--- src/rtl/pidc_pkg.sv ---
// Shared types, constants and helper functions of the PID position controller.
package pidc_pkg;

    localparam logic [20:0] DT_DEFAULT_US = 21'd1000;
    localparam logic [20:0] DT_MAX_US     = 21'd1000000;
    localparam logic [19:0] US_PER_S      = 20'd1000000;
    localparam logic [31:0] RECIP_US      = 32'd2251799813;
    localparam int          DIV_W         = 54;
    localparam logic [5:0]  DIV_STEPS     = 6'd54;

    localparam logic [2:0] REG_PROP_GAIN      = 3'd0;
    localparam logic [2:0] REG_INTEG_GAIN     = 3'd1;
    localparam logic [2:0] REG_DERIV_GAIN     = 3'd2;
    localparam logic [2:0] REG_INTEG_UPPER    = 3'd3;
    localparam logic [2:0] REG_INTEG_LOWER    = 3'd4;
    localparam logic [2:0] REG_DRIVE_LIMIT    = 3'd5;
    localparam logic [2:0] REG_TARGET_FLOOR   = 3'd6;
    localparam logic [2:0] REG_TARGET_CEILING = 3'd7;

    typedef struct packed {
        logic signed [31:0] prop_gain;
        logic signed [31:0] integ_gain;
        logic signed [31:0] deriv_gain;
        logic signed [31:0] integ_upper;
        logic signed [31:0] integ_lower;
        logic        [30:0] drive_limit;
        logic signed [31:0] target_floor;
        logic signed [31:0] target_ceiling;
    } cfg_t;

    typedef struct packed {
        logic               ig_wr;
        logic               dg_wr;
        logic signed [31:0] wdata;
    } cfg_evt_t;

    typedef enum logic [4:0] {
        ST_IDLE, ST_ERR, ST_MRATE, ST_DGO1, ST_DSTEP1, ST_TRATE,
        ST_MP, ST_TP, ST_MD, ST_TD, ST_MI, ST_TI, ST_MIS,
        ST_TIS, ST_MRQ, ST_TRQ, ST_MQC, ST_TSTEP, ST_FIN
    } ctrl_state_t;

    typedef enum logic [2:0] {
        OP_NONE, OP_LOAD, OP_ERR, OP_MUL, OP_TAKE, OP_DIV_GO, OP_DIV_STEP, OP_FIN
    } dp_op_t;

    typedef enum logic [2:0] {
        SEL_RATE, SEL_P, SEL_D, SEL_I, SEL_IS, SEL_RQ, SEL_QC
    } mul_sel_t;

    typedef struct packed {
        dp_op_t   op;
        mul_sel_t sel;
    } dp_cmd_t;

    typedef struct packed {
        logic div_done;
        logic out_busy;
    } dp_stat_t;

    function automatic logic [33:0] mag34(input logic signed [33:0] v);
        mag34 = v[33] ? (34'd0 - v) : v;
    endfunction

    function automatic logic signed [31:0] sat32(input logic neg, input logic [63:0] m);
        if (neg) begin
            sat32 = (m > 64'h8000_0000) ? 32'sh8000_0000 : (32'd0 - m[31:0]);
        end else begin
            sat32 = (m > 64'h7FFF_FFFF) ? 32'sh7FFF_FFFF : m[31:0];
        end
    endfunction

    function automatic logic signed [33:0] clamp34(input logic signed [33:0] v,
                                                   input logic signed [33:0] lo,
                                                   input logic signed [33:0] hi);
        logic signed [33:0] r;
        r = v;
        if (r > hi) r = hi;
        if (r < lo) r = lo;
        clamp34 = r;
    endfunction

endpackage

--- src/rtl/pidc_ctrl.sv ---
// Controller state machine that sequences one control update.
module pidc_ctrl (
    input  logic                  aclk,
    input  logic                  aresetn,
    input  logic                  s_tvalid,
    input  logic                  s_kind,
    output logic                  s_tready,
    input  pidc_pkg::dp_stat_t    stat,
    output pidc_pkg::dp_cmd_t     cmd,
    output pidc_pkg::ctrl_state_t state
);
    import pidc_pkg::*;

    ctrl_state_t state_reg, state_next;

    assign state    = state_reg;
    assign s_tready = (state_reg == ST_IDLE);

    always_ff @(posedge aclk) begin
        if (!aresetn) begin
            state_reg <= ST_IDLE;
        end else begin
            state_reg <= state_next;
        end
    end

    always_comb begin
        state_next = state_reg;
        unique case (state_reg)
            ST_IDLE:   if (s_tvalid && s_kind) state_next = ST_ERR;
            ST_ERR:    state_next = ST_MRATE;
            ST_MRATE:  state_next = ST_DGO1;
            ST_DGO1:   state_next = ST_DSTEP1;
            ST_DSTEP1: if (stat.div_done) state_next = ST_TRATE;
            ST_TRATE:  state_next = ST_MP;
            ST_MP:     state_next = ST_TP;
            ST_TP:     state_next = ST_MD;
            ST_MD:     state_next = ST_TD;
            ST_TD:     state_next = ST_MI;
            ST_MI:     state_next = ST_TI;
            ST_TI:     state_next = ST_MIS;
            ST_MIS:    state_next = ST_TIS;
            ST_TIS:    state_next = ST_MRQ;
            ST_MRQ:    state_next = ST_TRQ;
            ST_TRQ:    state_next = ST_MQC;
            ST_MQC:    state_next = ST_TSTEP;
            ST_TSTEP:  state_next = ST_FIN;
            ST_FIN:    if (!stat.out_busy) state_next = ST_IDLE;
            default:   state_next = ST_IDLE;
        endcase
    end

    always_comb begin
        cmd.op  = OP_NONE;
        cmd.sel = SEL_RATE;
        unique case (state_reg)
            ST_IDLE:   if (s_tvalid) cmd.op = OP_LOAD;
            ST_ERR:    cmd.op = OP_ERR;
            ST_MRATE:  cmd = '{op: OP_MUL, sel: SEL_RATE};
            ST_DGO1:   cmd = '{op: OP_DIV_GO, sel: SEL_RATE};
            ST_DSTEP1: cmd.op = OP_DIV_STEP;
            ST_TRATE:  cmd = '{op: OP_TAKE, sel: SEL_RATE};
            ST_MP:     cmd = '{op: OP_MUL, sel: SEL_P};
            ST_TP:     cmd = '{op: OP_TAKE, sel: SEL_P};
            ST_MD:     cmd = '{op: OP_MUL, sel: SEL_D};
            ST_TD:     cmd = '{op: OP_TAKE, sel: SEL_D};
            ST_MI:     cmd = '{op: OP_MUL, sel: SEL_I};
            ST_TI:     cmd = '{op: OP_TAKE, sel: SEL_I};
            ST_MIS:    cmd = '{op: OP_MUL, sel: SEL_IS};
            ST_TIS:    cmd = '{op: OP_TAKE, sel: SEL_IS};
            ST_MRQ:    cmd = '{op: OP_MUL, sel: SEL_RQ};
            ST_TRQ:    cmd = '{op: OP_TAKE, sel: SEL_RQ};
            ST_MQC:    cmd = '{op: OP_MUL, sel: SEL_QC};
            ST_TSTEP:  cmd = '{op: OP_TAKE, sel: SEL_QC};
            ST_FIN:    if (!stat.out_busy) cmd.op = OP_FIN;
            default:   cmd.op = OP_NONE;
        endcase
    end

endmodule

--- config.mk ---
export PLATFORM = sky130hd
export DESIGN_NAME = pidc_ctrl
export DESIGN_NICKNAME = d
export VERILOG_FILES = /design/src/rtl/pidc_pkg.sv /design/src/rtl/pidc_ctrl.sv
export SDC_FILE = /design/constraint.sdc
export NUM_CORES = 1
export LEC_CHECK = 0
export ABC_AREA = 1
export BUFFER_PORTS_ARGS = -buffer_cell sky130_fd_sc_hd__buf_2
export CAP_MARGIN = 20
export CORE_AREA = 5 5 42 44
export CTS_CLUSTER_DIAMETER = 150
export DETAILED_ROUTE_END_ITERATION = 7
export DIE_AREA = 0 0 47 49
export PLACE_DENSITY = 0.63
export SYNTH_ARGS = -nofsm -noshare
export SYNTH_HDL_FRONTEND = slang
export SYNTH_SLANG_ARGS = --single-unit
--- constraint.sdc ---
create_clock -name aclk -period 2.1 [get_ports aclk]
set_clock_uncertainty 0.05 [all_clocks]
set_input_delay 0.42 -clock aclk [delete_from_list [all_inputs] [get_ports aclk]]
set_output_delay 0.42 -clock aclk [all_outputs]
set_load 0.005 [all_outputs]
==> results of run 1 <==
routing by layer:
layer  up-vias  GRT usage [%]  share of wire, %
li1        353              -                 -
met1       296           19.8                42
met2        43           22.4                48
met3         2           2.21               9.7
met4         0           5.99              0.52
met5         -              0                 0
through the flow:
| stage | total power, mW | worst slack (ns) | util, % |
|---|---|---|---|
| global route | 0.712 | 0.0171 | 48.7 |
| floorplan | 0.402 | 0.562 | - |
| detailed placement | 0.535 | 0.279 | 46.6 |
| CTS | 0.648 | 0.0973 | 48.6 |
| finish | 0.648 | 0.118 | 48.7 |
| global placement | 0.537 | 0.247 | 46.6 |
power groups by stage:
stage	sequential, mW	combinational (mW)	clock (mW)
detailed placement	0.152	0.383	0
global route	0.157	0.436	0.120
finish	0.152	0.385	0.110
floorplan	0.156	0.246	0
CTS	0.151	0.385	0.112
global placement	0.153	0.384	0
path summary, 6_finish.rpt:
check,from,to,cells past startpoint
setup / recovery,state[3]$_SDFFE_PN0P_,cmd[5],6
hold / removal,aresetn,state[3]$_SDFFE_PN0P_,3
setup reg to reg,state[3]$_SDFFE_PN0P_,state[1]$_SDFFE_PN0P_,7
hold reg to reg,state[4]$_SDFFE_PN0P_,state[4]$_SDFFE_PN0P_,2
cells by family (layout without fill, tap and decap cells):
family / after synthesis / in the layout / synth area share [%]
simple gates: 60 / 60 / 55.2
buf+inv: 17 / 39 / 13.8
compound gates: 13 / 13 / 12.6
flops: 5 / 5 / 18.4
timing repair:
| action | CTS | global route |
|---|---|---|
| gates resized for setup | 1 | 2 |
| hold buffers | 0 | 0 |
| endpoints found under the setup margin | 1 | 2 |
| hold endpoints to repair | 0 | 0 |
synthesized netlist by cell type (all sizes together):
master | number | area [sq um]
inv | 15 | 56.3
nand2 | 25 | 98.8
a31oi | 1 | 6.26
nor2 | 17 | 101
clkbuf | 1 | 13.8
dfxtp | 5 | 100
a21oi | 7 | 35.0
o21ai | 4 | 20.0
nand3 | 14 | 75.1
o211ai | 1 | 7.51
nand4 | 4 | 25.0
buf | 1 | 5.00
cell type report:
type                            count  area (sq um)
Clock buffer                        4          26.3
Fill cell                         151           719
Timing Repair Buffer               20           108
Tap cell                           16          20.0
Sequential cell                     5           103
Inverter                           15          56.3
Multi-Input combinational cell     73           369
worst min-delay path, stage by stage:
cell and delay (ns):
buf_2 0.10, nand2_1 0.05, inv_1 0.04
==> out/qor.txt, run 1 <==
Avg Inst Size Synth: 5.73 sq um
Vias: 694
Initial Util: 38.8%
GR Overflow Total: 0
Vias per inst: 5.22
Vias in the first global route: 651
Number of setup buffers added after CTS: 0
Crit path capture type: output pin
Worst-Skew Late Latency: 0.24 ns
Reg clk slew, reported paths: 0.04 ns
Avg WL per Cell: 11.6 um
RePlAce Congestion: 0.828
VDD IR max: 0.408 mV
Syn Nets: 101
Max clock buf depth: 2
Layout cells sized above 1: 31.6%
Reg-to-reg slack, setup: 0.73 ns
Max stage delay on crit path: 0.48 ns
Slowest CP cell: dfxtp_1
Clock share of power: 17.0%
Status: completed
First-pass detailed-route iteration total: 4
Cell family with most CP delay: flip-flops
Mapped cell area: 544 sq um
Seq/Total Area, Yosys: 18.4%
Unrepaired setup endpoints after global routing: false
Hold Violations, Final: 0
Minimum clock period: 1.98 ns
Startpoint types: flip-flop
CP Buf/Inv Count: 2
NetSw: 304 uW
Combinational Power Share: 59.5%
Rows: 14
CTS tree: built
Clock buffer count from CTS: 3
Die area: 0.00230 sq mm
Largest register FFs: 5
Yosys Warn Count: 0
Most frequent cells in the layout: nand2_1 (23), buf_2 (17), inv_1 (13), nand3_1 (13), nor2_1 (10)
WP data required: 1.63 ns
DRT iter0 DRCs: 27
I/O pin total: 18
Final setup vio count: 0
Period utilization: 94.4%
Max-cap violations: 0
CORE AREA: 0.00140 sq mm
CTS H-tree lvls: 1
Antenna Nets Post-Route: 0
Yosys reg bits: 5
Total track usage: 14.6%
Placed Instances: 129
Sw Share: 46.9%
Worst hold slack: 0.350 ns
CP arrival: 1.51 ns
Die W: 47 um
DRC violations left: 0
Critical path type: flip-flop to output pin
Pin count of the biggest net entering global routing: 10
Pwr Density: 950 mW/mm^2
Sequential share of power: 23.5%
Die Y: 49 um
Post-Syn Instances: 95
CTS root buf: clkbuf_4
DP Wirelength: 1.23 mm
Post-Route WL: 1.54 mm
Area grow syn2layout: 25.3%
First-pass GRT wire length: 2.61 mm
Max Freq: 505 MHz
Crit-path max FO: 6
Commonest non-fill, non-tap cell in the layout: nand2_1
Antenna cells: 0
Initial antenna violation count: 0
Leakage: 0.408 nW
Nets: 124
Cell variety after synth: 18
Worst slew pin tran: 0.349 ns
Dpl cell area: 653 sq um
CP Cell Sequence: inv_1 -> nand2_1 -> nor2_1 -> o21ai_1 -> nand4_1 -> buf_2
Power Internal: 344 uW
Input/output buffers: 17
Clk sink count: 5
Max-slew headroom: 76.7%
Post-route design area: 682 sq um
Worst Hold Class: input port to flip-flop
Post-Layout Cell Count: 133
Max-slew violations: 0
Setup TNS: 0 ns
Note: power is estimated with default switching activity, not from simulation.
==> inputs of run 2 (changes only) <==
- CORE_AREA: 5 5 42 44 -> 10 10 47 49
- DIE_AREA: 0 0 47 49 -> 0 0 57 59
- RECOVER_POWER: default -> 50
==> run 2 against run 1 <==
Final cell count is 1.5% lower; total power is 0.19% lower; die area is 46% higher; global-route usage is 5.2 points lower; fmax is 0.82% lower; setup slack worse by 0.016 ns; count of clock-buffer cells in the layout stayed put; critical path type unchanged; largest power group unchanged.
==> out/qor.txt, run 2 (synthesized netlist as in run 1, its figures left out) <==
Status: completed
Cell family with most CP delay: simple AND/OR/NAND/NOR gates
Pwr Density: 968 mW/mm^2
CTS tree: built
WP data required: 1.63 ns
Vias in the first global route: 601
Avg WL per Cell: 12.9 um
Die Y: 59 um
Slowest CP cell: dfxtp_1
CTS root buf: clkbuf_4
RePlAce Congestion: 0.915
Startpoint types: flip-flop
Clock buffer count from CTS: 3
DRC violations left: 0
Worst slew pin tran: 0.382 ns
GR Overflow Total: 0
Placed Instances: 127
VDD IR max: 0.507 mV
Setup TNS: 0 ns
Layout cells sized above 1: 30.4%
Reg-to-reg slack, setup: 0.72 ns
CP Buf/Inv Count: 1
Vias: 685
Crit path launch: state[0]$_SDFFE_PN0P_
Pin count of the biggest net entering global routing: 11
CP arrival: 1.53 ns
Max-cap violations: 0
Most frequent cells in the layout: nand2_1 (23), buf_2 (17), inv_1 (14)
I/O pin total: 18
Total track usage: 9.47%
Hold_buf cts: 0
Clk sink count: 5
Unrepaired setup endpoints after global routing: false
Min-Delay Startpoint: aresetn
Critical path type: flip-flop to output pin
First-pass GRT wire length: 2.59 mm
Die area: 0.00336 sq mm
Worst-Skew Late Latency: 0.26 ns
Antenna cells: 0
Input/output buffers: 17
Rows: 14
Reg-to-reg startpoint: state[0]$_SDFFE_PN0P_
Crit path capture type: output pin
CTS H-tree lvls: 1
Max Freq: 500 MHz
CP Cell Sequence: nor2_4 -> nand2_1 -> nand2_1 -> nor2_2 -> nand4_1 -> buf_2
Minimum clock period: 2.00 ns
Die W: 57 um
Period utilization: 95.2%
Area grow syn2layout: 22.8%
Max clock buf depth: 2
Max-slew violations: 0
Initial antenna violation count: 0
Vias per inst: 5.23
Max stage delay on crit path: 0.54 ns
DRT iter0 DRCs: 15
Initial Util: 38.8%
Largest register FFs: 5
Commonest non-fill, non-tap cell in the layout: nand2_1
DP Wirelength: 1.35 mm
Leakage: 0.397 nW
Critical Path Most Common Cell: nand2_1
Antenna Nets Post-Route: 0
Worst hold slack: 0.344 ns
Number of setup buffers added after CTS: 0
CORE AREA: 0.00140 sq mm
First-pass detailed-route iteration total: 5
Crit-path max FO: 9
Post-Layout Cell Count: 131
Nets: 122
Worst Hold Class: input port to flip-flop
Max-slew headroom: 74.5%
Reg clk slew, reported paths: 0.04 ns
Final setup vio count: 0
Hold Violations, Final: 0
Post-Route WL: 1.69 mm
==> run 2: cell count changes in the layout (fill, tap and decap cells not counted) <==
cell,previous run,this run
buf_4,3,1
dfxtp_1,3,2
dfxtp_2,2,3
inv_1,13,14
inv_2,2,1
==> run 2: per-layer routing <==
layer	part of all wire (%)	GRT usage [%]	vias up
li1	-	-	347
met1	43	10.7	305
met2	47	15.7	30
met3	8.3	2.79	3
met4	1.6	5.03	0
met5	0	0	-
==> run 2: final cells by class <==
cell class / instances / area [sq um]
Sequential cell: 5 / 104
Fill cell: 170 / 733
Tap cell: 16 / 20.0
Clock buffer: 4 / 26.3
Inverter: 15 / 56.3
Multi-Input combinational cell: 73 / 369
Timing Repair Buffer: 18 / 92.6
==> run 2: tightest hold or removal path, delay by kind of cell <==
family,cells,cell delay [ns]
buf+inv,2,0.14
simple gates,1,0.05
==> run 2: what timing repair did <==
action                                 CTS  global route
endpoints found under the hold margin    0             0
resized for setup                        0             3
setup endpoints to repair                0             3
==> run 2: worst paths after layout <==
path / depth (start not counted) / end
setup / recovery: 6 / cmd[4]
hold / removal: 3 / state[1]$_SDFFE_PN0P_
setup reg to reg: 7 / state[0]$_SDFFE_PN0P_
hold reg to reg: 4 / state[2]$_SDFFE_PN0P_
==> run 2: through the flow <==
step                      worst slack, ns  power, mW  cell area (sq um)  utilization (%)
after floorplan                     0.562      0.402                544                -
after global placement              0.312      0.526                638             45.5
after detailed placement            0.340      0.526                638             45.5
after CTS                          0.0505      0.649                664             47.4
after global routing              0.00158      0.709                668             47.7
final                               0.102      0.647                668             47.7
==> run 2: where the power goes <==
| group | internal, mW | switching [mW] |
|---|---|---|
| combinational | 0.148 | 0.211 |
| clock | 0.0724 | 0.0487 |
| sequential | 0.116 | 0.0501 |
| total | 0.336 | 0.310 |
