**config.mk**
```make
export PLATFORM = sky130hd
export DESIGN_NAME = pidc_regs
export DESIGN_NICKNAME = d
export VERILOG_FILES = /design/src/rtl/pidc_pkg.sv /design/src/rtl/pidc_regs.sv
export SDC_FILE = /design/constraint.sdc
export NUM_CORES = 1
export LEC_CHECK = 0
export BUFFER_PORTS_ARGS = -buffer_cell sky130_fd_sc_hd__buf_2
export CAP_MARGIN = 20
export CORE_MARGIN = 10
export CORE_UTILIZATION = 52
export CTS_CLUSTER_DIAMETER = 200
export DETAILED_ROUTE_END_ITERATION = 10
export GPL_ROUTABILITY_DRIVEN = 0
export PLACE_DENSITY = 0.86
export REMOVE_ABC_BUFFERS = 1
export SYNTH_ARGS = -nofsm -noshare
export SYNTH_HDL_FRONTEND = slang
export SYNTH_SLANG_ARGS = --single-unit
```
**constraint.sdc**
```tcl
create_clock -name aclk -period 2 [get_ports aclk]
set_clock_uncertainty 0.05 [all_clocks]
set_input_delay 0.4 -clock aclk [delete_from_list [all_inputs] [get_ports aclk]]
set_output_delay 0.4 -clock aclk [all_outputs]
set_load 0.01 [all_outputs]
```
**src/rtl/pidc_pkg.sv**
```systemverilog
// Shared types, constants and helper functions of the PID position controller.
package pidc_pkg;

    localparam logic [20:0] DT_DEFAULT_US = 21'd1000;
    localparam logic [20:0] DT_MAX_US     = 21'd1000000;
    localparam logic [19:0] US_PER_S      = 20'd1000000;
    localparam logic [31:0] RECIP_US      = 32'd2251799813;
    localparam int          DIV_W         = 54;
    localparam logic [5:0]  DIV_STEPS     = 6'd54;

    localparam logic [2:0] REG_PROP_GAIN      = 3'd0;
    localparam logic [2:0] REG_INTEG_GAIN     = 3'd1;
    localparam logic [2:0] REG_DERIV_GAIN     = 3'd2;
    localparam logic [2:0] REG_INTEG_UPPER    = 3'd3;
    localparam logic [2:0] REG_INTEG_LOWER    = 3'd4;
    localparam logic [2:0] REG_DRIVE_LIMIT    = 3'd5;
    localparam logic [2:0] REG_TARGET_FLOOR   = 3'd6;
    localparam logic [2:0] REG_TARGET_CEILING = 3'd7;

    typedef struct packed {
        logic signed [31:0] prop_gain;
        logic signed [31:0] integ_gain;
        logic signed [31:0] deriv_gain;
        logic signed [31:0] integ_upper;
        logic signed [31:0] integ_lower;
        logic        [30:0] drive_limit;
        logic signed [31:0] target_floor;
        logic signed [31:0] target_ceiling;
    } cfg_t;

    typedef struct packed {
        logic               ig_wr;
        logic               dg_wr;
        logic signed [31:0] wdata;
    } cfg_evt_t;

    typedef enum logic [4:0] {
        ST_IDLE, ST_ERR, ST_MRATE, ST_DGO1, ST_DSTEP1, ST_TRATE,
        ST_MP, ST_TP, ST_MD, ST_TD, ST_MI, ST_TI, ST_MIS,
        ST_TIS, ST_MRQ, ST_TRQ, ST_MQC, ST_TSTEP, ST_FIN
    } ctrl_state_t;

    typedef enum logic [2:0] {
        OP_NONE, OP_LOAD, OP_ERR, OP_MUL, OP_TAKE, OP_DIV_GO, OP_DIV_STEP, OP_FIN
    } dp_op_t;

    typedef enum logic [2:0] {
        SEL_RATE, SEL_P, SEL_D, SEL_I, SEL_IS, SEL_RQ, SEL_QC
    } mul_sel_t;

    typedef struct packed {
        dp_op_t   op;
        mul_sel_t sel;
    } dp_cmd_t;

    typedef struct packed {
        logic div_done;
        logic out_busy;
    } dp_stat_t;

    function automatic logic [33:0] mag34(input logic signed [33:0] v);
        mag34 = v[33] ? (34'd0 - v) : v;
    endfunction

    function automatic logic signed [31:0] sat32(input logic neg, input logic [63:0] m);
        if (neg) begin
            sat32 = (m > 64'h8000_0000) ? 32'sh8000_0000 : (32'd0 - m[31:0]);
        end else begin
            sat32 = (m > 64'h7FFF_FFFF) ? 32'sh7FFF_FFFF : m[31:0];
        end
    endfunction

    function automatic logic signed [33:0] clamp34(input logic signed [33:0] v,
                                                   input logic signed [33:0] lo,
                                                   input logic signed [33:0] hi);
        logic signed [33:0] r;
        r = v;
        if (r > hi) r = hi;
        if (r < lo) r = lo;
        clamp34 = r;
    endfunction

endpackage

```
**src/rtl/pidc_regs.sv**
```systemverilog
// Configuration register file with its APB-style port.
module pidc_regs (
    input  logic              aclk,
    input  logic              aresetn,
    input  logic              psel,
    input  logic              penable,
    input  logic              pwrite,
    input  logic [4:0]        paddr,
    input  logic [31:0]       pwdata,
    output logic [31:0]       prdata,
    output logic              pready,
    output pidc_pkg::cfg_t    cfg,
    output pidc_pkg::cfg_evt_t evt
);
    import pidc_pkg::*;

    cfg_t       cfg_reg;
    logic       wr;
    logic [2:0] idx;

    assign pready = 1'b1;
    assign idx    = paddr[4:2];
    assign wr     = psel && penable && pwrite;
    assign cfg    = cfg_reg;

    assign evt.ig_wr = wr && (idx == REG_INTEG_GAIN);
    assign evt.dg_wr = wr && (idx == REG_DERIV_GAIN);
    assign evt.wdata = pwdata;

    always_ff @(posedge aclk) begin
        if (!aresetn) begin
            cfg_reg.prop_gain      <= 32'sd3932160;
            cfg_reg.integ_gain     <= 32'sd2621440;
            cfg_reg.deriv_gain     <= 32'sd0;
            cfg_reg.integ_upper    <= 32'sd32768000;
            cfg_reg.integ_lower    <= -32'sd32768000;
            cfg_reg.drive_limit    <= 31'd5242880;
            cfg_reg.target_floor   <= -32'sd205887;
            cfg_reg.target_ceiling <= 32'sd0;
        end else if (wr) begin
            unique case (idx)
                REG_PROP_GAIN:      cfg_reg.prop_gain      <= pwdata;
                REG_INTEG_GAIN:     cfg_reg.integ_gain     <= pwdata;
                REG_DERIV_GAIN:     cfg_reg.deriv_gain     <= pwdata;
                REG_INTEG_UPPER:    cfg_reg.integ_upper    <= pwdata;
                REG_INTEG_LOWER:    cfg_reg.integ_lower    <= pwdata;
                REG_DRIVE_LIMIT:    cfg_reg.drive_limit    <= pwdata[30:0];
                REG_TARGET_FLOOR:   cfg_reg.target_floor   <= pwdata;
                REG_TARGET_CEILING: cfg_reg.target_ceiling <= pwdata;
                default: ;
            endcase
        end
    end

    always_comb begin
        unique case (idx)
            REG_PROP_GAIN:      prdata = cfg_reg.prop_gain;
            REG_INTEG_GAIN:     prdata = cfg_reg.integ_gain;
            REG_DERIV_GAIN:     prdata = cfg_reg.deriv_gain;
            REG_INTEG_UPPER:    prdata = cfg_reg.integ_upper;
            REG_INTEG_LOWER:    prdata = cfg_reg.integ_lower;
            REG_DRIVE_LIMIT:    prdata = {1'b0, cfg_reg.drive_limit};
            REG_TARGET_FLOOR:   prdata = cfg_reg.target_floor;
            REG_TARGET_CEILING: prdata = cfg_reg.target_ceiling;
            default:            prdata = 32'd0;
        endcase
    end

endmodule

```
==> impl_metrics.yaml, run 1 <==
status:
  status: "finished, violations left"
  violations: "setup timing"
grt:
  grt.total_usage_pct: 31.7
  grt_start_max_net_pins: 73
  antenna_found_initial: 2
  grt.overflow.total: 0
  grt_pass1_vias: 12900
  grt_pass1_wl_um: 73200
pwr:
  p_sw_share_pct: 24.5
  p_int_mw: 9.03
  pwr-share-seq_pct: 43.1
  power.density_nw_per_um2: 727
  total_switching_power_mw: 2.94
  p_total_mw: 12.0
  p_leak_nw: 7.05
  clkPwrFrac_pct: 46.2
  p_comb_share_pct: 10.7
  irDropWorstVdd_uv: 725
worst_setup_path:
  crit_fanout: 6
  cp-start-kind: "input pin"
  crit_type: "in2out"
  worst_setup_path_end_kind: "primary output"
  r2r_setup_slack_ps: 1070
  required_ps: 1550
  crit_path_end: "prdata[27]"
  critPathArrivalTime_ps: 1710
  r2r-end: "cfg[199]"
  r2r_start: "cfg[199]"
  critPathLaunch: "paddr[3]"
  rr_worst_depth: 3
drt:
  route.detailed.drc: 0
  antenna_left: 0
  vias: 13100
  wl_per_cell_um: 23.4
  routed_wl_um: 50600
  dr.pass1.iters: 6
  routed_via_density: 6.08
  drtIter0Drc: 1562
cts:
  htree_levels: 1
  cts_tree: "done"
  clk_latency_ps: 530
  cts.sinks: 255
  cts.clk_slew.worst_paths_ps: 60
  numCtsBuffers: 28
  hold_buffers: 0
  root_buffer: "clkbuf_16"
  clk_path_buf_depth: 3
final_layout:
  area_growth_pct: 38.5
  largest_register_ffs: 255
  finalInstanceArea_um2: 16500
  drive_gt1_share_pct: 39.8
  finish.utilization_pct: 72.9
  finalNetCount: 1896
timing:
  min_period_ps: 2160
  worst_slack_ps: -161
  max-slew-margin-rel_pct: 66.2
  worstMarginPinSlew_ps: 507
  rsz0062_at_grt: "yes"
  setup_violations: 26
  max_freq_mhz: 463
  final.period_utilization_pct: 108
  slew_violations: 0
  setup_tns_ps: -1270
  hold_violations: 0
yosys:
  yosys.area_share.adder_pct: 0
  yosysWarnings: 0
  synth-xor-area-share_pct: 0
  ys_seq_area_share_pct: 43.0
  ys_ff_latch: 255
  synth-async-reset-ratio_pct: 0
  yosysMostFrequentCell: "nand2_1"
  synthTopCellsByCount: "nand2_1, dfxtp_1, a21boi_0, clkbuf_1, buf_2"
  synth_compound_area_share_pct: 22.8
  ys.flop_type: "dfxtp_1"
  synthTopCellsByArea: "dfxtp_1, nand2_1, a21boi_0"
  synth_area_leader_cell: "dfxtp_1"
  syn_area_um2: 11900
  synthMuxAreaShare_pct: 2.63
  synth_top_family_by_area: "simple AND/OR/NAND/NOR gates"
  yosysTopAreaCellShare_pct: 43.0
  synth_edf_count: 0
  ys_types: 38
  syn_avg_cell_area_um2: 7.82
  synthesis.instances: 1520
  synth-simple-area-share_pct: 23.0
floorplanning:
  die_y_um: 171
  placementRows: 55
  die_x_um: 171
  io_pins: 364
  start_util_pct: 52.6
  die_area_um2: 29300
  core_area_um2: 22600
placement:
  hpwl_um: 32500
  port_buffers: 360
  dpl-instance-area_um2: 14300
hold_path:
  min_path_type: "in2reg"
  worstHoldStart: "pwdata[25]"
job:
  maxCapViolations: 0
[how the worst min path moves through the flow]
stage | depth (start not counted) | to | slack (ps)
after global placement | 2 | cfg[248] | 400
after CTS | 3 | cfg[216] | 110
after floorplan | 1 | cfg[113] | 420
final | 3 | cfg[216] | 120
after detailed placement | 2 | cfg[252] | 410
after global routing | 3 | cfg[248] | 120
[power groups by stage]
stage	combinational, mW	sequential [mW]	clock, mW
after floorplan	0.340	5.28	0
after global placement	1.03	5.27	0
after detailed placement	1.05	5.27	0
after CTS	1.18	5.16	5.53
after global routing	1.33	5.16	5.77
final	1.28	5.16	5.53
[per-stage QoR]
| stage | setup slack, ps | hold slack [ps] | std cells |
|---|---|---|---|
| floorplan | -452 | 422 | 1337 |
| global placement | -190 | 403 | 2078 |
| detailed placement | -233 | 411 | 2078 |
| CTS | -148 | 111 | 2144 |
| global route | -236 | 124 | 2162 |
| finish | -161 | 120 | 2162 |
[worst max-delay path, cell delays in order]
cell and delay, ps:
buf_12 120, buf_12 150, buf_4 160, mux2i_1 240, o2bb2ai_1 120, a221oi_2 280, nor2_2 90, buf_2 150
[repair_timing]
action | CTS | global route
pin swaps | 43 | 50
cloned | 2 | 2
buffers inserted | 13 | 14
endpoints found under the setup margin | 34 | 33
gates resized for setup | 154 | 92
[final cells by class]
class,count,area [um2]
sequential,255,5230
clock buffer,38,820
multi-input combinational,1050,6430
tap,285,357
fill,1571,6110
inverter,32,125
clock inverter,13,165
timing repair buffer,487,3330
antenna,2,5.00
[placed cells by master, fill, tap and decap left out, types with 33 or more instances in the layout]
cell	Yosys	final
nand3_1	46	46
dfxtp_1	255	160
buf_2	62	355
a22o_1	33	33
a221oi_2	0	48
buf_4	37	78
dfxtp_2	0	93
nand2_1	518	514
nor2_1	57	51
a21boi_0	157	157
a21boi_1	53	53
[layer usage]
layer  up-vias  wire (um)  share of wire, %  track usage [%]
li1       5706          -                 -                -
met1      6104      17600                35             35.7
met2      1073      23400                46             52.2
met3       265       6510                13             9.22
met4         0       3110               6.1             19.0
met5         -          0                 0                0
[logic make-up after synthesis]
| kind of cell | after synthesis |
|---|---|
| other cells | 1 |
| buf+inv | 215 |
| mux | 31 |
| simple gates | 672 |
| compound gates | 346 |
| flops | 255 |
No activity file was read; power rests on OpenSTA's default activity.
==> run 2: changes to the inputs <==
--- a/config.mk
+++ b/config.mk
@@ -8,12 +8,13 @@
 export BUFFER_PORTS_ARGS = -buffer_cell sky130_fd_sc_hd__buf_2
 export CAP_MARGIN = 20
 export CORE_MARGIN = 10
-export CORE_UTILIZATION = 52
+export CORE_UTILIZATION = 47
 export CTS_CLUSTER_DIAMETER = 200
 export DETAILED_ROUTE_END_ITERATION = 10
 export GPL_ROUTABILITY_DRIVEN = 0
-export PLACE_DENSITY = 0.86
+export PLACE_DENSITY = 0.82
 export REMOVE_ABC_BUFFERS = 1
+export SETUP_SLACK_MARGIN = 0.02
 export SYNTH_ARGS = -nofsm -noshare
 export SYNTH_HDL_FRONTEND = slang
 export SYNTH_SLANG_ARGS = --single-unit
==> constraint.sdc (replaced) <==
create_clock -name aclk -period 1.93 [get_ports aclk]
set_clock_uncertainty 0.05 [all_clocks]
set_input_delay 0.386 -clock aclk [delete_from_list [all_inputs] [get_ports aclk]]
set_output_delay 0.386 -clock aclk [all_outputs]
set_load 0.01 [all_outputs]
==> run 2 against run 1 <==
Effect of this change: the flow still finishes with violations (setup timing); highest routed layer is now met5; setup slack worse by 59 ps; largest power group unchanged; sequential share of layout area is 1.0 points lower; combinational power is 12% higher; critical path depth did not move; clock power grew 2%.
==> impl_metrics.yaml, run 2 (synthesis results as in run 1) <==
worst_setup_path:
  crit_buf_inv: 4
  critPathArrivalTime_ps: 1710
  cp-start-kind: "input pin"
  path_depth: 8
  required_ps: 1490
  r2r_start: "cfg[146]"
  r2r_setup_slack_ps: 1080
  crit_fanout: 15
  r2r-end: "cfg[146]"
  worst_setup_path_end_kind: "primary output"
  crit_top_cell: "buf_12"
  crit_type: "in2out"
  critical-path-top-delay-family: "buffers and inverters"
  rr_worst_depth: 2
  crit_slowest_cell: "nor2b_4"
  critPathLaunch: "paddr[3]"
  crit_path_end: "prdata[7]"
  cpPeakStageDelay_ps: 230
  path_cells: "buf_12, buf_12, nor2b_4, buf_12, a22o_1, a221oi_2, nor2_1, buf_2"
timing:
  slew_violations: 0
  hold_violations: 0
  setup_violations: 33
  min_period_ps: 2150
  final.period_utilization_pct: 111
  max_freq_mhz: 465
  rsz0062_at_grt: "yes"
  worst_slack_ps: -221
drt:
  dr.pass1.iters: 6
  drtIter0Drc: 1570
  route.detailed.drc: 0
  wl_per_cell_um: 24.1
  routed_via_density: 6.04
  antenna_left: 0
  routed_wl_um: 52800
  vias: 13200
cts:
  htree_levels: 1
  cts.clk_slew.worst_paths_ps: 60
  cts.sinks: 255
  cts_tree: "done"
  clk_latency_ps: 520
  clk_path_buf_depth: 3
  root_buffer: "clkbuf_16"
  numCtsBuffers: 27
floorplanning:
  placementRows: 58
  die_y_um: 179
  core_area_um2: 25000
  die_area_um2: 32000
  io_pins: 364
  start_util_pct: 47.5
  die_x_um: 179
pwr:
  p_leak_nw: 7.06
  power.density_nw_per_um2: 743
  irDropWorstVdd_uv: 609
final_layout:
  multiInputGateArea_um2: 6480
  finish.utilization_pct: 66.7
  area_growth_pct: 40.6
  final_common_cell: "nand2_1"
  n_antenna_cell: 0
  fillers: 1917
  drive_gt1_share_pct: 35.6
  finalNetCount: 1885
  final-seq-area_um2: 5130
  final_cell_mix: "nand2_1, buf_2, dfxtp_1"
  largest_register_ffs: 255
job:
  maxCapViolations: 0
status:
  status: "finished, violations left"
  violations: "setup timing"
grt:
  grt_pass1_vias: 13100
  antenna_found_initial: 2
  grt.overflow.total: 0
  grt_pass1_wl_um: 75800
  grt.total_usage_pct: 30.2
  grt_start_max_net_pins: 61
placement:
  pre_cts_ws_ps: -477
  port_buffers: 360
  hpwl_um: 31900
hold_path:
  whs_path_depth: 3
  min_path_type: "in2reg"
==> run 2: final cells by class <==
type / count / area share, %
Clock inverter: 12 / 1.12
Multi-Input combinational cell: 1051 / 38.8
Timing Repair Buffer: 476 / 21.6
Tap cell: 330 / 2.47
Clock buffer: 36 / 4.55
Sequential cell: 255 / 30.7
Inverter: 32 / 0.749
==> run 2: tightest hold or removal path, cell delays in order <==
cell and delay (ps):
buf_2 150, nand2_1 70, a21boi_1 50
==> run 2: worst min-delay path by stage <==
stage	start	slack, ps	to
final	pwdata[25]	120	cfg[248]
after floorplan	aresetn	410	cfg[113]
after global routing	pwdata[30]	120	cfg[189]
after CTS	pwdata[30]	100	cfg[189]
after global placement	cfg[183]	400	cfg[183]
after detailed placement	cfg[173]	410	cfg[173]
==> run 2: timing repair <==
action	in CTS	in global routing
resized for setup	117	75
hold buffers	0	0
pin swaps	20	27
setup buffers	21	2
setup endpoints to repair	34	33
hold endpoints to repair	0	0
gates cloned	13	6
==> run 2: layer usage <==
layer	track usage [%]	share of wire, %	wire (um)
met1	36.5	35	18700
met2	49.0	45	23900
met3	7.46	13	6950
met4	15.7	6.1	3230
met5	0	0.025	13
==> run 2: per-stage QoR <==
stage                     power [mW]  instance area (um2)  hold slack, ps  setup TNS (ps)  cells
after floorplan                 5.83                11000             408          -25810   1337
after global placement          6.51                14200             404          -38760   2104
after detailed placement        6.53                14200             413          -52830   2104
after CTS                       12.3                16200             101           -3920   2185
after global routing            12.7                16700             123           -6230   2192
final                           12.4                16700             123           -5120   2192
==> run 2: where the power goes <==
part	total, mW	switching, mW	internal (mW)
Clock	5.62	2.20	3.41
Combinational	1.44	0.809	0.634
Sequential	5.35	0.0428	5.31
Total	12.4	3.05	9.36
==> run 3: changes to the inputs <==
--- a/config.mk
+++ b/config.mk
@@ -5,14 +5,14 @@
 export SDC_FILE = /design/constraint.sdc
 export NUM_CORES = 1
 export LEC_CHECK = 0
-export BUFFER_PORTS_ARGS = -buffer_cell sky130_fd_sc_hd__buf_2
+export BUFFER_PORTS_ARGS = -buffer_cell sky130_fd_sc_hd__clkbuf_2
 export CAP_MARGIN = 20
 export CORE_MARGIN = 10
 export CORE_UTILIZATION = 47
 export CTS_CLUSTER_DIAMETER = 200
 export DETAILED_ROUTE_END_ITERATION = 10
 export GPL_ROUTABILITY_DRIVEN = 0
-export PLACE_DENSITY = 0.82
+export PLACE_DENSITY_LB_ADDON = 0.12
 export REMOVE_ABC_BUFFERS = 1
 export SETUP_SLACK_MARGIN = 0.02
 export SYNTH_ARGS = -nofsm -noshare
==> run 3 against run 2 <==
Effect of this change: the flow still finishes with violations (setup timing); sequential cell count unchanged; fmax up 0.24%; combinational power shrank 9.7%; wire length decreased by 7.5%; global-route usage shrank 0.69 points; via count shrank 7.0%; total power fell by 2.7%; critical path depth down 3; clock power decreased by 3%.
==> impl_metrics.yaml, run 3 (synthesis results as in run 1) <==
status:
  status: "finished, violations left"
  violations: "setup timing"
timing:
  setup_violations: 32
  max-slew-margin-rel_pct: 60.5
  max_freq_mhz: 466
  worstMarginPinSlew_ps: 593
  setup_tns_ps: -4060
  final.period_utilization_pct: 111
  hold_violations: 0
  rsz0062_at_grt: "yes"
  worst_slack_ps: -216
  slew_violations: 0
  min_period_ps: 2150
  whs_ps: 132
floorplanning:
  die_x_um: 179
  start_util_pct: 47.5
  die_y_um: 179
  io_pins: 364
  placementRows: 58
  core_area_um2: 25000
  die_area_um2: 32000
cts:
  cts_tree: "done"
  cts.sinks: 255
  htree_levels: 1
  clk_latency_ps: 530
  clk_path_buf_depth: 3
  cts.clk_slew.worst_paths_ps: 60
  numCtsBuffers: 29
  root_buffer: "clkbuf_16"
grt:
  grt.overflow.total: 0
  grt_pass1_wl_um: 73900
  grt_start_max_net_pins: 57
  grt_pass1_vias: 12000
  grt.total_usage_pct: 29.5
  antenna_found_initial: 1
final_layout:
  finish.utilization_pct: 65.8
  finalNetCount: 1900
  final_common_cell: "nand2_1"
  final_cells: 2209
  area_growth_pct: 38.7
  final_cell_mix: "nand2_1, clkbuf_2, dfxtp_1"
  fillers: 2136
  drive_gt1_share_pct: 38.3
  largest_register_ffs: 255
hold_path:
  min_path_type: "in2reg"
pwr:
  p_leak_nw: 6.85
  p_sw_share_pct: 25.1
  pwr-share-seq_pct: 44.3
  p_comb_share_pct: 10.8
  total_switching_power_mw: 3.03
  clkPwrFrac_pct: 44.9
  power.density_nw_per_um2: 733
  irDropWorstVdd_uv: 531
  p_int_mw: 9.04
drt:
  route.detailed.drc: 0
  antenna_left: 0
  drtIter0Drc: 1043
  wl_met1_um: 19800
  dr_wl_met2_um: 23300
  routed_wl_um: 48900
  routed.top_layer: "met4"
  vias: 12300
  dr.pass1.iters: 5
  routed_via_density: 5.57
  dr_wl_met3_um: 4550
  wl_per_cell_um: 22.1
worst_setup_path:
  cp-start-kind: "flop"
  critical-path-top-delay-family: "compound AO/OA/AOI/OAI gates"
  worst_setup_path_end_kind: "primary output"
  required_ps: 1490
  crit_slowest_cell: "dfxtp_2"
  cpPeakStageDelay_ps: 320
  path_cells: "mux2i_2, o2bb2ai_2, a221oi_2, nor2_1, buf_2"
  crit_type: "reg2out"
  crit_fanout: 2
  crit_buf_inv: 1
  critPathArrivalTime_ps: 1710
placement:
  dp_cells: 2109
  port_buffers: 360
  hpwl_um: 31700
job:
  maxCapViolations: 0
run 3: tightest hold or removal path, cell delays in order:
cell	delay, ps
clkbuf_2	160
nand2_1	80
a21boi_1	50
run 3: cell type report:
cell class | count | area, um2 | area share (%)
Antenna cell | 1 | 2.50 | 0.0152
Clock buffer | 41 | 851 | 5.16
Clock inverter | 10 | 81.3 | 0.494
Inverter | 32 | 130 | 0.790
Multi-Input combinational cell | 1050 | 6360 | 38.6
Sequential cell | 255 | 5200 | 31.5
Tap cell | 330 | 413 | 2.51
Timing Repair Buffer | 490 | 3440 | 20.9
run 3: metrics by stage:
step                      instance area (um2)  power [mW]  worst slack, ps
final                                   16500        12.1             -216
after global routing                    16500        12.4             -233
after CTS                               16300        12.1             -213
after detailed placement                14300        6.54             -335
after global placement                  14300        6.53             -318
after floorplan                         11000        5.83             -494
run 3: path summary, 6_finish.rpt:
path	startpoint	to	slack, ps	cells after the start
setup / recovery	cfg[199]	prdata[8]	-220	5
hold reg to reg	cfg[216]	cfg[216]	410	2
hold / removal	pwdata[9]	cfg[168]	130	3
setup reg to reg	cfg[24]	cfg[24]	1110	3
run 3: power by group through the flow:
stage	logic [mW]	registers, mW	clock network (mW)
floorplan	0.352	5.47	0
global placement	1.07	5.46	0
detailed placement	1.08	5.46	0
CTS	1.27	5.35	5.47
global route	1.38	5.35	5.71
finish	1.30	5.35	5.43
run 3: timing repair:
item	in CTS	in global routing
pin swaps	47	33
hold buffers	0	0
endpoints found under the setup margin	34	34
gates resized for setup	158	72
gates cloned	7	0
buffers inserted	37	5
run 3: layer usage:
metal	vias up	global-route usage, %
li1	5736	-
met1	5945	37.4
met2	555	49.5
met3	78	6.28
met4	0	8.34
met5	-	0
